## config.mk

```make
export PLATFORM = sky130hd
export DESIGN_NAME = rc_packet_bind_and_hop_receiver_unit
export DESIGN_NICKNAME = d
export VERILOG_FILES = /design/src/rtl/rcbh_pkg.sv /design/src/rtl/rc_packet_bind_and_hop_receiver_unit.sv /design/src/rtl/rcbh_front.sv /design/src/rtl/rcbh_queue.sv /design/src/rtl/rcbh_back.sv
export VERILOG_INCLUDE_DIRS = /design/src /design/src/rtl
export SDC_FILE = /design/constraint.sdc
export NUM_CORES = 1
export LEC_CHECK = 0
export BUFFER_PORTS_ARGS = -buffer_cell sky130_fd_sc_hd__buf_2
export CORE_MARGIN = 4
export CORE_UTILIZATION = 55
export DETAILED_ROUTE_END_ITERATION = 7
export HOLD_SLACK_MARGIN = 0.02
export PLACE_DENSITY = 0.76
export SYNTH_ARGS = -nofsm -noshare
export SYNTH_HDL_FRONTEND = slang
export SYNTH_HIERARCHICAL = 1
export SYNTH_SLANG_ARGS = --single-unit
```

## constraint.sdc

```tcl
create_clock -name clk -period 9.1 [get_ports clk]
set_clock_uncertainty 0.2 [all_clocks]
set_input_delay 1.82 -clock clk [delete_from_list [all_inputs] [get_ports clk]]
set_output_delay 1.82 -clock clk [all_outputs]
set_load 0.05 [all_outputs]
```

## src/rtl/rc_packet_bind_and_hop_receiver_unit_defines.svh

```systemverilog
// ----------------------------------------------------------------------------
// Bind and hop receiver assertion macros
// Shared property forms for the receiver checks.
// ----------------------------------------------------------------------------
`ifndef RC_PACKET_BIND_AND_HOP_RECEIVER_UNIT_DEFINES_SVH
`define RC_PACKET_BIND_AND_HOP_RECEIVER_UNIT_DEFINES_SVH

// same-cycle implication, clocked on clk, off during reset
`define RCBH_ASSERT_IMPLY(lbl, ante, cons, msg) \
	lbl: assert property (@(posedge clk) disable iff (!arst_n) (ante) |-> (cons)) \
		else $error(msg);

// next-cycle implication
`define RCBH_ASSERT_NEXT(lbl, ante, cons, msg) \
	lbl: assert property (@(posedge clk) disable iff (!arst_n) (ante) |=> (cons)) \
		else $error(msg);

`endif

```

## src/rtl/rcbh_pkg.sv

```systemverilog
// ----------------------------------------------------------------------------
// Bind and hop receiver package
// Word types, constants and bind sequencer states.
// ----------------------------------------------------------------------------
`timescale 1ns / 1ps
`default_nettype none

package rcbh_pkg;

	localparam int HOP_COUNT   = 20;
	localparam int ADDR_BYTES  = 5;
	localparam int SEG_BYTES   = 7;
	localparam int LAST_BYTES  = 6;
	localparam int STAGE_BYTES = ADDR_BYTES + 2 * SEG_BYTES;
	localparam int QUEUE_DEPTH = 4;
	localparam int POS_W       = 5;
	localparam int SUM_W       = 11;

	localparam logic [7:0]  BIND_CHAN  = 8'h51;
	localparam logic [39:0] BIND_ADDR  = 40'h7845232312;
	localparam logic [39:0] RESET_ADDR = 40'hfd5a28bc04;
	localparam logic [7:0]  MARK0      = 8'hff;
	localparam logic [7:0]  MARK1      = 8'haa;
	localparam logic [7:0]  MARK2      = 8'h55;
	localparam logic [7:0]  STICK_MARK = 8'h55;
	localparam logic [7:0]  HOP_BASE   = 8'h02;
	localparam logic [7:0]  SEQ0       = 8'h00;
	localparam logic [7:0]  SEQ1       = 8'h01;
	localparam logic [7:0]  SEQ2       = 8'h02;

	typedef enum logic [1:0] {
		BS_MARKER,
		BS_HOPS0,
		BS_HOPS1,
		BS_HOPS2
	} bind_state_t;

	typedef struct packed {
		logic       bind_button;
		logic       packet_valid;
		logic [7:0] byte0;
		logic [7:0] byte1;
		logic [7:0] byte2;
		logic [7:0] byte3;
		logic [7:0] byte4;
		logic [7:0] byte5;
		logic [7:0] byte6;
		logic [7:0] byte7;
		logic [7:0] byte8;
		logic [7:0] byte9;
	} item_t;

	typedef struct packed {
		logic        in_bind_mode;
		logic        bind_complete;
		logic [7:0]  tune_channel;
		logic [39:0] tune_address;
		logic        pulse_update;
		logic [15:0] pulse_first;
		logic [15:0] pulse_second;
		logic [15:0] pulse_third;
	} result_t;

	typedef struct packed {
		logic        in_bind_mode;
		logic        bind_complete;
		logic [7:0]  tune_channel;
		logic [39:0] tune_address;
		logic        stick;
		logic [15:0] word0;
		logic [15:0] word1;
		logic [15:0] word2;
	} cmd_t;

endpackage

`default_nettype wire

```

## src/rtl/rc_packet_bind_and_hop_receiver_unit.sv

```systemverilog
// ----------------------------------------------------------------------------
// Bind and hop receiver
// Poll in, tune and pulse word out; bind sequencer, hop table, stick pulses.
// ----------------------------------------------------------------------------
// channel   handshake         word
// poll in   push / full       item   (rcbh_pkg::item_t)
// result    empty / pop       result (rcbh_pkg::result_t)
//
// One poll per cycle while full is low, one result word per poll, in order.
// A taken poll goes through the queue write, then the output register; it waits in the queue while a result is held.
// full rises only once QUEUE_DEPTH words wait behind a held result.
// Reset returns to run mode, hop index 0, default address and hop table.
// ----------------------------------------------------------------------------
`timescale 1ns / 1ps
`default_nettype none
`include "rc_packet_bind_and_hop_receiver_unit_defines.svh"

module rc_packet_bind_and_hop_receiver_unit #(
	parameter int QUEUE_DEPTH = rcbh_pkg::QUEUE_DEPTH
) (
	input  wire logic           clk,
	input  wire logic           arst_n,
	input  wire logic           push,
	output logic                full,
	input  wire rcbh_pkg::item_t item,
	output logic                empty,
	input  wire logic           pop,
	output rcbh_pkg::result_t   result
);

	logic           cmd_push;
	rcbh_pkg::cmd_t cmd_in;
	rcbh_pkg::cmd_t cmd_out;
	logic           q_nonempty;
	logic           q_pop;

	rcbh_front u_front (
		.clk      (clk),
		.arst_n   (arst_n),
		.push     (push),
		.q_full   (full),
		.item     (item),
		.cmd_push (cmd_push),
		.cmd      (cmd_in)
	);

	rcbh_queue #(
		.DEPTH (QUEUE_DEPTH)
	) u_queue (
		.clk      (clk),
		.arst_n   (arst_n),
		.wr       (cmd_push),
		.wdata    (cmd_in),
		.full     (full),
		.rd       (q_pop),
		.rdata    (cmd_out),
		.nonempty (q_nonempty)
	);

	rcbh_back u_back (
		.clk        (clk),
		.arst_n     (arst_n),
		.q_nonempty (q_nonempty),
		.cmd        (cmd_out),
		.q_pop      (q_pop),
		.empty      (empty),
		.pop        (pop),
		.result     (result)
	);

	`RCBH_ASSERT_IMPLY(a_full_holds_result, full, !empty, "queue full with no result held")
	`RCBH_ASSERT_IMPLY(a_bind_tunes_bind_chan, !empty && result.in_bind_mode, (result.tune_channel == rcbh_pkg::BIND_CHAN) && (result.tune_address == rcbh_pkg::BIND_ADDR), "bind result not on bind channel")
	`RCBH_ASSERT_IMPLY(a_complete_leaves_bind, !empty && result.bind_complete, !result.in_bind_mode && !result.pulse_update, "bind completion still binding")
	`RCBH_ASSERT_NEXT(a_held_result_stable, !empty && !pop, !empty && $stable(result), "held result changed")

endmodule

`default_nettype wire

```

## src/rtl/rcbh_front.sv

```systemverilog
// ----------------------------------------------------------------------------
// Bind and hop receiver front end
// Accept polls, run the bind sequencer, keep address and hop table, classify.
// ----------------------------------------------------------------------------
`timescale 1ns / 1ps
`default_nettype none

module rcbh_front (
	input  wire logic          clk,
	input  wire logic          arst_n,
	input  wire logic          push,
	input  wire logic          q_full,
	input  wire rcbh_pkg::item_t item,
	output logic               cmd_push,
	output rcbh_pkg::cmd_t     cmd
);

	localparam int HC = rcbh_pkg::HOP_COUNT;
	localparam int AB = rcbh_pkg::ADDR_BYTES;
	localparam int SB = rcbh_pkg::SEG_BYTES;
	localparam int LB = rcbh_pkg::LAST_BYTES;
	localparam int PW = rcbh_pkg::POS_W;
	localparam int SW = rcbh_pkg::SUM_W;

	rcbh_pkg::bind_state_t state_q, state_d;
	logic                  binding_q, binding_d;
	logic [SW-1:0]         sum_q, sum_d;
	logic [PW-1:0]         pos_q, pos_d;
	logic [39:0]           addr_q;
	logic [7:0]            hop_q [HC];
	logic [7:0]            stage_q [rcbh_pkg::STAGE_BYTES];
	logic [7:0]            pl [10];
	logic                  wr_addr, wr_seg0, wr_seg1, commit, stick;
	logic [39:0]           stage_addr;
	logic [7:0]            run_chan;

	assign pl[0] = item.byte0;
	assign pl[1] = item.byte1;
	assign pl[2] = item.byte2;
	assign pl[3] = item.byte3;
	assign pl[4] = item.byte4;
	assign pl[5] = item.byte5;
	assign pl[6] = item.byte6;
	assign pl[7] = item.byte7;
	assign pl[8] = item.byte8;
	assign pl[9] = item.byte9;

	assign cmd_push = push && !q_full;

	function automatic logic sum_ok(input logic [7:0] b0, input logic [7:0] b1,
			input logic [7:0] b2, input logic [SW-1:0] s, input logic [7:0] seq);
		return (b0 == s[7:0]) && (b1 == {{(16 - SW){1'b0}}, s[SW-1:8]}) && (b2 == seq);
	endfunction

	always_ff @(posedge clk or negedge arst_n) begin
		if (!arst_n) begin
			state_q   <= rcbh_pkg::BS_MARKER;
			binding_q <= 1'b0;
			sum_q     <= '0;
			pos_q     <= '0;
		end else begin
			state_q   <= state_d;
			binding_q <= binding_d;
			sum_q     <= sum_d;
			pos_q     <= pos_d;
		end
	end

	always_comb begin
		state_d   = state_q;
		binding_d = binding_q;
		sum_d     = sum_q;
		pos_d     = pos_q;
		wr_addr   = 1'b0;
		wr_seg0   = 1'b0;
		wr_seg1   = 1'b0;
		commit    = 1'b0;
		stick     = 1'b0;
		if (cmd_push) begin
			if (!binding_q) begin
				if (item.bind_button) begin
					binding_d = 1'b1;
					state_d   = rcbh_pkg::BS_MARKER;
				end else if (item.packet_valid) begin
					if (pos_q >= PW'(HC - 1))
						pos_d = '0;
					else
						pos_d = pos_q + PW'(1);
					stick = (pl[7] == rcbh_pkg::STICK_MARK);
				end
			end else if (item.packet_valid) begin
				unique case (state_q)
					rcbh_pkg::BS_MARKER: begin
						if (pl[0] == rcbh_pkg::MARK0 && pl[1] == rcbh_pkg::MARK1 &&
								pl[2] == rcbh_pkg::MARK2) begin
							wr_addr = 1'b1;
							sum_d   = SW'(pl[3]) + SW'(pl[4]) + SW'(pl[5]) +
								SW'(pl[6]) + SW'(pl[7]);
							state_d = rcbh_pkg::BS_HOPS0;
						end
					end
					rcbh_pkg::BS_HOPS0: begin
						if (sum_ok(pl[0], pl[1], pl[2], sum_q, rcbh_pkg::SEQ0)) begin
							wr_seg0 = 1'b1;
							state_d = rcbh_pkg::BS_HOPS1;
						end
					end
					rcbh_pkg::BS_HOPS1: begin
						if (sum_ok(pl[0], pl[1], pl[2], sum_q, rcbh_pkg::SEQ1)) begin
							wr_seg1 = 1'b1;
							state_d = rcbh_pkg::BS_HOPS2;
						end
					end
					rcbh_pkg::BS_HOPS2: begin
						if (sum_ok(pl[0], pl[1], pl[2], sum_q, rcbh_pkg::SEQ2)) begin
							commit    = 1'b1;
							binding_d = 1'b0;
							pos_d     = '0;
						end
					end
					default: ;
				endcase
			end
		end
	end

	always_ff @(posedge clk) begin
		if (wr_addr)
			for (int i = 0; i < AB; i++)
				stage_q[i] <= pl[3 + i];
		if (wr_seg0)
			for (int i = 0; i < SB; i++)
				stage_q[AB + i] <= pl[3 + i];
		if (wr_seg1)
			for (int i = 0; i < SB; i++)
				stage_q[AB + SB + i] <= pl[3 + i];
	end

	assign stage_addr = {stage_q[4], stage_q[3], stage_q[2], stage_q[1], stage_q[0]};

	always_ff @(posedge clk or negedge arst_n) begin
		if (!arst_n) begin
			addr_q <= rcbh_pkg::RESET_ADDR;
			for (int i = 0; i < HC; i++)
				hop_q[i] <= rcbh_pkg::HOP_BASE + 8'(i);
		end else if (commit) begin
			addr_q <= stage_addr;
			for (int i = 0; i < HC - LB; i++)
				hop_q[i] <= stage_q[AB + i];
			for (int i = 0; i < LB; i++)
				hop_q[HC - LB + i] <= pl[3 + i];
		end
	end

	assign run_chan = (pos_d < PW'(HC)) ? hop_q[pos_d] : hop_q[0];

	always_comb begin
		cmd.in_bind_mode  = binding_d;
		cmd.bind_complete = commit;
		cmd.stick         = stick;
		cmd.word0         = {pl[1], pl[0]};
		cmd.word1         = {pl[3], pl[2]};
		cmd.word2         = {pl[5], pl[4]};
		if (binding_d) begin
			cmd.tune_channel = rcbh_pkg::BIND_CHAN;
			cmd.tune_address = rcbh_pkg::BIND_ADDR;
		end else if (commit) begin
			cmd.tune_channel = stage_q[AB];
			cmd.tune_address = stage_addr;
		end else begin
			cmd.tune_channel = run_chan;
			cmd.tune_address = addr_q;
		end
	end

endmodule

`default_nettype wire

```

## src/rtl/rcbh_queue.sv

```systemverilog
// ----------------------------------------------------------------------------
// Bind and hop receiver command queue
// Short flip-flop queue between the front end and the pulse back end.
// ----------------------------------------------------------------------------
`timescale 1ns / 1ps
`default_nettype none

module rcbh_queue #(
	parameter int DEPTH = rcbh_pkg::QUEUE_DEPTH
) (
	input  wire logic          clk,
	input  wire logic          arst_n,
	input  wire logic          wr,
	input  wire rcbh_pkg::cmd_t wdata,
	output logic               full,
	input  wire logic          rd,
	output rcbh_pkg::cmd_t     rdata,
	output logic               nonempty
);

	localparam int PW = (DEPTH > 1) ? $clog2(DEPTH) : 1;
	localparam int CW = $clog2(DEPTH + 1);

	rcbh_pkg::cmd_t mem_q [DEPTH];
	logic [PW-1:0]  wr_ptr_q, rd_ptr_q;
	logic [CW-1:0]  count_q;

	assign full     = (count_q == CW'(DEPTH));
	assign nonempty = (count_q != '0);
	assign rdata    = mem_q[rd_ptr_q];

	function automatic logic [PW-1:0] step(input logic [PW-1:0] p);
		return (p == PW'(DEPTH - 1)) ? '0 : p + PW'(1);
	endfunction

	always_ff @(posedge clk) begin
		if (wr)
			mem_q[wr_ptr_q] <= wdata;
	end

	always_ff @(posedge clk or negedge arst_n) begin
		if (!arst_n) begin
			wr_ptr_q <= '0;
			rd_ptr_q <= '0;
			count_q  <= '0;
		end else begin
			if (wr)
				wr_ptr_q <= step(wr_ptr_q);
			if (rd)
				rd_ptr_q <= step(rd_ptr_q);
			if (wr && !rd)
				count_q <= count_q + CW'(1);
			else if (rd && !wr)
				count_q <= count_q - CW'(1);
		end
	end

endmodule

`default_nettype wire

```

## src/rtl/rcbh_back.sv

```systemverilog
// ----------------------------------------------------------------------------
// Bind and hop receiver back end
// Convert stick words to pulse widths and hold the result word.
// ----------------------------------------------------------------------------
`timescale 1ns / 1ps
`default_nettype none

module rcbh_back (
	input  wire logic          clk,
	input  wire logic          arst_n,
	input  wire logic          q_nonempty,
	input  wire rcbh_pkg::cmd_t cmd,
	output logic               q_pop,
	output logic               empty,
	input  wire logic          pop,
	output rcbh_pkg::result_t  result
);

	logic              valid_q;
	rcbh_pkg::result_t res_q;
	rcbh_pkg::result_t res_d;

	function automatic logic [15:0] to_pulse(input logic [15:0] w);
		logic [15:0] x;
		logic [17:0] t;
		x = ~w;
		t = {2'b00, x} + {1'b0, x, 1'b0};
		return t[17:2];
	endfunction

	assign q_pop  = q_nonempty && (!valid_q || pop);
	assign empty  = !valid_q;
	assign result = res_q;

	always_comb begin
		res_d.in_bind_mode  = cmd.in_bind_mode;
		res_d.bind_complete = cmd.bind_complete;
		res_d.tune_channel  = cmd.tune_channel;
		res_d.tune_address  = cmd.tune_address;
		res_d.pulse_update  = cmd.stick;
		res_d.pulse_first   = cmd.stick ? to_pulse(cmd.word0) : '0;
		res_d.pulse_second  = cmd.stick ? to_pulse(cmd.word1) : '0;
		res_d.pulse_third   = cmd.stick ? to_pulse(cmd.word2) : '0;
	end

	always_ff @(posedge clk or negedge arst_n) begin
		if (!arst_n)
			valid_q <= 1'b0;
		else if (q_pop)
			valid_q <= 1'b1;
		else if (pop)
			valid_q <= 1'b0;
	end

	always_ff @(posedge clk) begin
		if (q_pop)
			res_q <= res_d;
	end

endmodule

`default_nettype wire
```

# [Yosys cells after proc, flatten, opt, wreduce, memory -nomap -nowiden]
# Memories as Yosys holds them, arrays and structs flattened. A register that Yosys moved wholly into a read port is not among the register bits.
# Cells that the tools add are included.
[totals] regBits=222 latch_bits=0 ram_bits=548 rom_bits=0 mem_count=2
[op_classes] add_sub_neg=12 multipliers=0 div=0 order_cmp=3 n_eq_ne=19 shifts=0 n_mux=101 bitwise=4 reduce_logical=48
[mem_list] memory="u_queue.mem_q" words=4 word_bits=99 rd=1 rd_ports_with_merged_regs=0 wr=1 line="rcbh_queue.sv:24" source="rcbh_pkg::cmd_t mem_q [DEPTH];"
[mem_list] memory="u_front.stage_q" words=19 word_bits=8 rd=19 rd_ports_with_merged_regs=13 wr=7 line="rcbh_front.sv:31" source="logic [7:0] stage_q [rcbh_pkg::STAGE_BYTES];"
[op_table] operator="$mux W8" n=15
[op_table] operator="$mux W5" n=20
[op_table] operator="$mux W48" n=2
[op_table] operator="$reduce_or A8 Y1" n=12
[op_table] operator="$add A16 B17 Y18" n=3
[op_table] operator="$mux W1" n=52
[op_table] operator="$not A16 Y16" n=3
[op_table] operator="$bmux W8 S5" n=1
[op_table] operator="$add A11 B8 Y11" n=3
[op_table] operator="$logic_not A1 Y1" n=17
[op_table] operator="$eq A8 B7 Y1 const B" n=2
[op_table] operator="$eq A8 B8 Y1 const B" n=2
[op_table] operator="$mux W2" n=8
[op_table] operator="$logic_and A1 B1 Y1" n=10
[op_table] operator="$add A8 B8 Y9" n=1
[op_table] operator="$ne A3 B3 Y1 const B" n=3
[op_table] operator="$eq A2 B2 Y1 const B" n=4
[op_table] operator="$eq A8 B1 Y1 const B" n=1
[op_table] operator="$eq A8 B2 Y1 const B" n=1
[op_table] operator="$eq A8 B3 Y1" n=1
[op_table] operator="$eq A8 B8 Y1" n=1
[op_table] operator="$logic_not A8 Y1" n=1
[op_table] operator="$reduce_and A7 Y1" n=1
[op_table] operator="$ge A6 B6 Y1 const B" n=1
[op_table] operator="18 further kinds" n=22

# [Longest topological paths before layout]
# Gate-level depths: netlist (run 1).
[depth] ltp_word=15 ltp_mapped=17

# [Modules after synthesis]
# Netlist (run 1), hierarchy kept.
[modules_own_cells] mod="rcbh_front" instances=1 cells_each=1610 area_per_inst_um2=16666.0
[modules_own_cells] mod="rcbh_queue" instances=1 cells_each=554 area_per_inst_um2=14710.4
[modules_own_cells] mod="rcbh_back" instances=1 cells_each=484 area_per_inst_um2=5499.0

# [Worst setup path before layout (run 1)]
# Ideal clock, no wire load.
[synth_timing] path_type="input to register" startpoint="input port item[70] in the netlist's numbering" endpoint="memory u_front.stage_q[10][0] (enable)" setup_time_ps=614 arrival_ps=8234 slack_ps=52 path_stages=6 path_buffers=1 path_cell_list="or4_1 -> nor2_1 -> and4_1 -> buf_4 -> nand2_1 -> nor4_1"
[synth_lines] element="from (decl)" line="rc_packet_bind_and_hop_receiver_unit.sv:25" source="input wire rcbh_pkg::item_t item,"
[synth_lines] element="to (decl)" line="rcbh_front.sv:31"

==> results of run 1 <==
-- worst min path at each step --
stage	endpoint	slack, ns	cells after the start
3_5_place_dp	u_front/hop_q[79]	0.23	2
3_3_place_gp	u_front/hop_q[117]	0.22	2
5_1_grt	u_front/hop_q[56]	0.26	2
2_1_floorplan	u_front/hop_q[61]	0.22	2
6_report	u_front/hop_q[130]	0.24	2
4_1_cts	u_front/hop_q[136]	0.24	2
-- sequential cells by signal (all words and copies together), names as in the netlist, 3 cells and up --
signal           cells
u_back/result       99
u_front/stage_q    152
u_front/pos_q        5
u_front/hop_q      160
u_queue/mem_q      396
u_queue/count_q      3
u_front/sum_q       11
u_front/addr_q      40
-- where the power goes --
part           internal [uW]  switching (uW)
registers               4990             202
clock network           2120            1480
logic                   1620            2980
-- metal layers --
layer | vias up | share of wire, %
met5 | - | 0.015
met4 | 2 | 2.8
met3 | 172 | 7.9
met2 | 1011 | 50
met1 | 11233 | 39
li1 | 9776 | -
-- synthesized netlist by cell type (44+ instances only) --
cell type	n
sky130_fd_sc_hd__edfxtp_1	647
sky130_fd_sc_hd__nand2_1	577
sky130_fd_sc_hd__dfrtp_1	164
sky130_fd_sc_hd__inv_1	162
sky130_fd_sc_hd__o21ai_0	105
sky130_fd_sc_hd__mux4_2	99
sky130_fd_sc_hd__a21oi_1	85
sky130_fd_sc_hd__ha_1	70
sky130_fd_sc_hd__clkbuf_1	66
sky130_fd_sc_hd__dfstp_2	63
sky130_fd_sc_hd__nor2_1	58
sky130_fd_sc_hd__buf_4	55
sky130_fd_sc_hd__nor3_1	48
sky130_fd_sc_hd__nand3_1	47
sky130_fd_sc_hd__a211oi_1	44
-- final cells by class --
type	count	area share, %
flip-flops and latches	874	61.3
repair buffers	208	2.72
diodes	3	0.0183
multi-input cells	1451	24.8
clock buffers	136	6.34
well taps	864	2.63
inverters	166	1.52
clock inverters	27	0.715
-- worst max-delay path, stage by stage --
cell and delay [ns]:
sky130_fd_sc_hd__buf_2 0.14, sky130_fd_sc_hd__nor4_1 0.61, sky130_fd_sc_hd__o211ai_1 0.35, sky130_fd_sc_hd__nor4_2 0.57
sky130_fd_sc_hd__a21oi_2 0.11, sky130_fd_sc_hd__buf_4 0.30, sky130_fd_sc_hd__nor2_1 0.61, sky130_fd_sc_hd__inv_2 0.45
sky130_fd_sc_hd__buf_4 0.43, sky130_fd_sc_hd__mux2i_1 0.18, sky130_fd_sc_hd__mux2_2 0.27, sky130_fd_sc_hd__a22o_1 0.24
sky130_fd_sc_hd__nor4_2 0.40
-- cells by family after synthesis --
kind of cell | count (synthesis) | synth area share [%]
multiplexers | 146 | 7.36
flip-flops | 874 | 68.3
adder cells (fa/ha/maj) | 97 | 3.84
XOR/XNOR | 38 | 0.903
buffers and inverters | 323 | 4.15
AO/OA/AOI/OAI | 327 | 5.54
AND/OR/NAND/NOR | 843 | 9.90
-- through the flow --
stage / area (um^2) / total power (uW)
detailed placement: 38200 / 9860
CTS: 41100 / 13500
global route: 41100 / 14100
floorplan: 36900 / 8770
finish: 41100 / 13400
global placement: 38200 / 9710
-- cells in the final DEF (no fill, tap or decap), drive strengths merged, types with 13 or more instances in the layout --
| cell | synthesis | routed |
|---|---|---|
| clkinv | 1 | 16 |
| xnor2 | 24 | 24 |
| mux4 | 99 | 99 |
| inv | 165 | 169 |
| edfxtp | 647 | 647 |
| dfrtp | 164 | 164 |
| ha | 70 | 70 |
| nand3 | 47 | 47 |
| nor3 | 48 | 48 |
| a21oi | 85 | 85 |
| a21o | 22 | 22 |
| buf | 91 | 208 |
| clkbuf | 66 | 136 |
| o21ai | 107 | 107 |
| mux2i | 37 | 37 |
| dfstp | 63 | 63 |
| a211oi | 46 | 46 |
| nor2 | 58 | 58 |
| fa | 27 | 27 |
| and2 | 14 | 14 |
| nor4 | 21 | 21 |
| xor2 | 14 | 14 |
| nand2 | 581 | 581 |
| nand2b | 13 | 13 |
==> results.ini, run 1 <==
[placement]
numPortBuffers=186
place_ws_ns=2.32
placed_cells=3563
place_hpwl_um=57300
placer_congestion_estimate=0.907

[timing]
tightest_slew_ns=1.15
timing.fmax_mhz=158
holdWs_ns=0.241
finalMaxSlewViolations=0
setup_repair_after_global_routing_missed_its_margin=false
max_slew_margin_pct=23.4
tcrit_tclk_final_pct=69.7
worst_path_setup_slack_after_routing_ns=2.75
timing.final.hold_violations=0
final_period_minus_worst_setup_slack_ns=6.35
fin_setup_tns_ns=0
setup-violations-final=0

[clocking]
postCtsHoldBufs=0
cts_buffers=87
ctsRootBufferMaster=sky130_fd_sc_hd__clkbuf_16
ctsHtreeMaxLevel=3
clockBufferDepth=3
postCtsSetupRepairBufs=0
cts_tree=built
clock_sink_count=874
clkSlewWorstSetupHoldPaths_ns=0.06
cts-resized-gates=0
insertion_delay_ns=0.64

[grt]
via_count_of_the_first_global_routing_pass=22128
globalRouteMet1Util_pct=34.6
grt_overflow_total=0
globalRoute.busiestLayer=met2
grt_antenna_before_repair=5
grt_max_degree=193
grt_use_met3_pct=4.66
groute.layer.met2.usage_pct=43.2
globalRouteTotalUtil_pct=25.7
first_pass_grt_wire_length_um=137000

[cells_and_area]
area.sequential_mm2=0.0252
multi_input_combinational_cell_area_mm2=0.0102
drive_above_1_share_pct=19.1
layout.filler_cells=4813
finalCoreUtilization_pct=62.2
finish.cell_count_without_fillers=3729
areaGrowthSynthToFinish_pct=11.5
finalNetCount=2971

[yosys]
ys_async_sr_fraction_pct=26.0
ys_seq_area_share_pct=68.3
netlist_instances=2648
synth.yosys.warnings=6
synth_fp_nets=2831
synth.area.top_cells=sky130_fd_sc_hd__edfxtp_1 53%, sky130_fd_sc_hd__dfrtp_1 11%, sky130_fd_sc_hd__mux4_2 6.0%
syn_area_per_cell_um2=13.9
yosys_top_cell_area_share_pct=52.7
syn_area_mm2=0.0369
synth_cell_type_count=77
prevailing_post_synth_register_cell=sky130_fd_sc_hd__edfxtp_1
yosys.area.top_type=sky130_fd_sc_hd__edfxtp_1
synth-edff-count=647
post_synthesis_sequential_element_count=874

[floorplanning]
floorplan.io_pins=187
die_width_um=267
die_y_um=267
coreArea_mm2=0.0661
fp-row-count=94
die_area_mm2=0.0713
initial_utilization_pct=55.8

[critical_path]
r2r_setup_slack_ns=3.65
timing.critical_path.to_type=flip-flop
criticalPathCategory=in2reg
worstSetupStartpointType=primary input
worstSetupEndpoint=u_queue/mem_q[1][93]
worstPathMaxFanout=50
timing.critical_path.required_ns=9.30
crit-reg2reg-launch=u_queue/count_q[2]
worst-r2r-cell-count=12
critical_path.reg2reg.endpoint=u_queue/mem_q[1][93]
worst_ep_arrival_time_ns=6.54
startpoint=item[67]

[drt]
drt-pass1-iter-count=6
vias=22194
routed_via_density=5.95
drt_wl_total_um=90900
detail-route-antenna-nets=0
wire_per_inst_um=24.4
drt-initial-drc-count=2290
drcViolationCount=0

[power_and_ir_drop]
leakage_uw=0.0159
worst_ir_drop_vdd_mv=0.196
power_density_mw_per_mm2=326

[run_status]
run_status=finished clean

[worst_hold_path]
hold_path.class=reg2reg
holdCritStartpoint=u_front/stage_q[8][2]

[flow_run]
max_cap_violations=0

Power figures use the tool's default switching activity.
==> run 2: changes to the inputs <==
PLACE_DENSITY = 0.79   (was 0.76)
clock period = 5.8 ns   (was 9.1 ns; I/O delays follow)
==> run 2 against run 1 <==
  * Cell area rose by 0.45%
  * Worst setup slack got worse by 1.7 ns
  * Die area stayed put
  * Worst hold slack lost 0.010 ns
  * Core utilization grew 0.28 points
  * Power increased by 57%
==> results.ini, run 2 (synthesis results as in run 1) <==
[drt]
vias=22542
routed_via_density=6.00
drt_wl_total_um=95700
drt-pass1-iter-count=6
drcViolationCount=0
drt-initial-drc-count=2394
detail-route-antenna-nets=0
wire_per_inst_um=25.5

[cells_and_area]
reg_top3=u_queue/mem_q x396, u_front/hop_q x160, u_front/stage_q x152
areaGrowthSynthToFinish_pct=12.0
final_area_mm2=0.0413
drive_above_1_share_pct=19.7
regMostFlops=u_queue/mem_q
number_of_flip_flops_under_the_largest_register_name=396
finalNetCount=2997
most_common_library_cell_in_the_layout_ignoring_fill_and_taps=sky130_fd_sc_hd__edfxtp_1
most-common-layout-cells=647 x sky130_fd_sc_hd__edfxtp_1, 577 x sky130_fd_sc_hd__nand2_1, 185 x sky130_fd_sc_hd__buf_2, 162 x sky130_fd_sc_hd__dfrtp_1, 161 x sky130_fd_sc_hd__inv_1

[critical_path]
timing.critical_path.required_ns=6.02
critPathSlowestCell=sky130_fd_sc_hd__nor4_1
criticalPathCategory=in2reg
cpPeakStageDelay_ns=0.60
worstSetupStartpointType=primary input
worstPathMaxFanout=17
timing.critical_path.to_type=flip-flop
critical_path.reg2reg.endpoint=u_queue/mem_q[3][90]
worst_ep_arrival_time_ns=4.93
crit-reg2reg-launch=u_front/pos_q[0]
worst-r2r-cell-count=12
crit_path_cell_trace=buf_2 > nor4_1 > o211ai_1 > nor4_2 > nand4_1 > nand2_2 > inv_2 > nand4_1 > o21ai_0 > nor4_1 > o22ai_1 > a32oi_1
r2r_setup_slack_ns=1.30

[timing]
max_slew_margin_pct=15.8
finalMaxSlewViolations=0
timing.fmax_mhz=212
setup_repair_after_global_routing_missed_its_margin=false
setup-violations-final=0
fin_setup_tns_ns=0
tightest_slew_ns=1.26
timing.final.hold_violations=0
tcrit_tclk_final_pct=81.2
final_period_minus_worst_setup_slack_ns=4.71

[floorplanning]
die_area_mm2=0.0713
die_width_um=267
floorplan.io_pins=187
coreArea_mm2=0.0661
initial_utilization_pct=55.8
die_y_um=267
fp-row-count=94

[grt]
globalRouteTotalUtil_pct=27.1
grt_antenna_before_repair=3
first_pass_grt_wire_length_um=144000
grt_max_degree=116
via_count_of_the_first_global_routing_pass=22818
grt_overflow_total=0

[worst_hold_path]
hold_path.class=reg2reg
holdCritStartpoint=u_front/stage_q[16][6]
whs_path_depth=2
timing.hold.worst_endpoint=u_front/hop_q[70]

[clocking]
postCtsHoldBufs=0
ctsRootBufferMaster=sky130_fd_sc_hd__clkbuf_16
clock_sink_count=874
postCtsSetupRepairBufs=0
cts_buffers=88
cts_tree=built
ctsHtreeMaxLevel=3
clkSlewWorstSetupHoldPaths_ns=0.06
clockBufferDepth=3
insertion_delay_ns=0.65
cts-resized-gates=0

[power_and_ir_drop]
power_density_mw_per_mm2=509
leakage_uw=0.0160
worst_ir_drop_vdd_mv=0.272

[flow_run]
max_cap_violations=0

[placement]
numPortBuffers=186
place_hpwl_um=60500
dpl-instance-area_mm2=0.0385
placer_congestion_estimate=0.959

[run_status]
run_status=finished clean

==> run 2: cell count changes in the layout (fill, tap and decap cells not counted), sizes merged <==
cell / before / now
bufinv: 5 / 4
clkinv: 16 / 32
clkbuf: 136 / 121
buf: 208 / 233
diode: 3 / 2
inv: 169 / 168
clkinvlp: 3 / 5
==> run 2: critical path, delay by kind of cell <==
family	cells	cell delay, ns
AO/OA/AOI/OAI	4	1.14
AND/OR/NAND/NOR	6	2.28
buffers and inverters	2	0.35
==> run 2: routing by layer <==
metal	track usage (%)	part of all wire, %	vias to the layer above
met5	0	0.013	-
met4	9.87	3.3	2
met3	4.20	7.4	209
met2	45.9	50	1122
met1	36.2	39	11375
li1	-	-	9834
==> run 2: through the flow <==
step	hold slack, ns	cells	power, uW	setup WS [ns]	util, %
final	0.231	3754	21000	1.09	62.5
after global routing	0.260	3752	22100	1.00	62.5
after CTS	0.238	3752	21100	1.21	62.5
after detailed placement	0.228	3588	15600	0.522	58.2
after global placement	0.225	3588	15400	0.545	58.2
after floorplan	0.222	2648	13800	-0.252	-
==> run 2: power by group <==
part	leakage (uW)	switching [uW]	internal (uW)
Combinational	0.00614	4700	2610
Clock	0.00136	2400	3130
Sequential	0.00848	351	7830
==> run 2: worst max path at each step <==
stage | start | to | slack (ns) | depth (start not counted)
2_1_floorplan | item[70] | u_front/stage_q[10][0] | -0.25 | 6
3_3_place_gp | item[67] | u_queue/mem_q[0][90] | 0.55 | 12
3_5_place_dp | item[67] | u_queue/mem_q[0][90] | 0.52 | 12
4_1_cts | item[67] | u_queue/mem_q[3][90] | 1.21 | 12
5_1_grt | item[67] | u_queue/mem_q[3][90] | 1.00 | 12
6_report | item[67] | u_queue/mem_q[3][90] | 1.09 | 12
==> run 2: area by class of cell <==
cell class / count / area (um^2)
diodes: 2 / 5.00
clock buffers: 121 / 2430
clock inverters: 43 / 383
fillers: 4850 / 24800
inverters: 166 / 623
multi-input cells: 1451 / 10200
flip-flops and latches: 874 / 25200
well taps: 864 / 1080
repair buffers: 233 / 1380
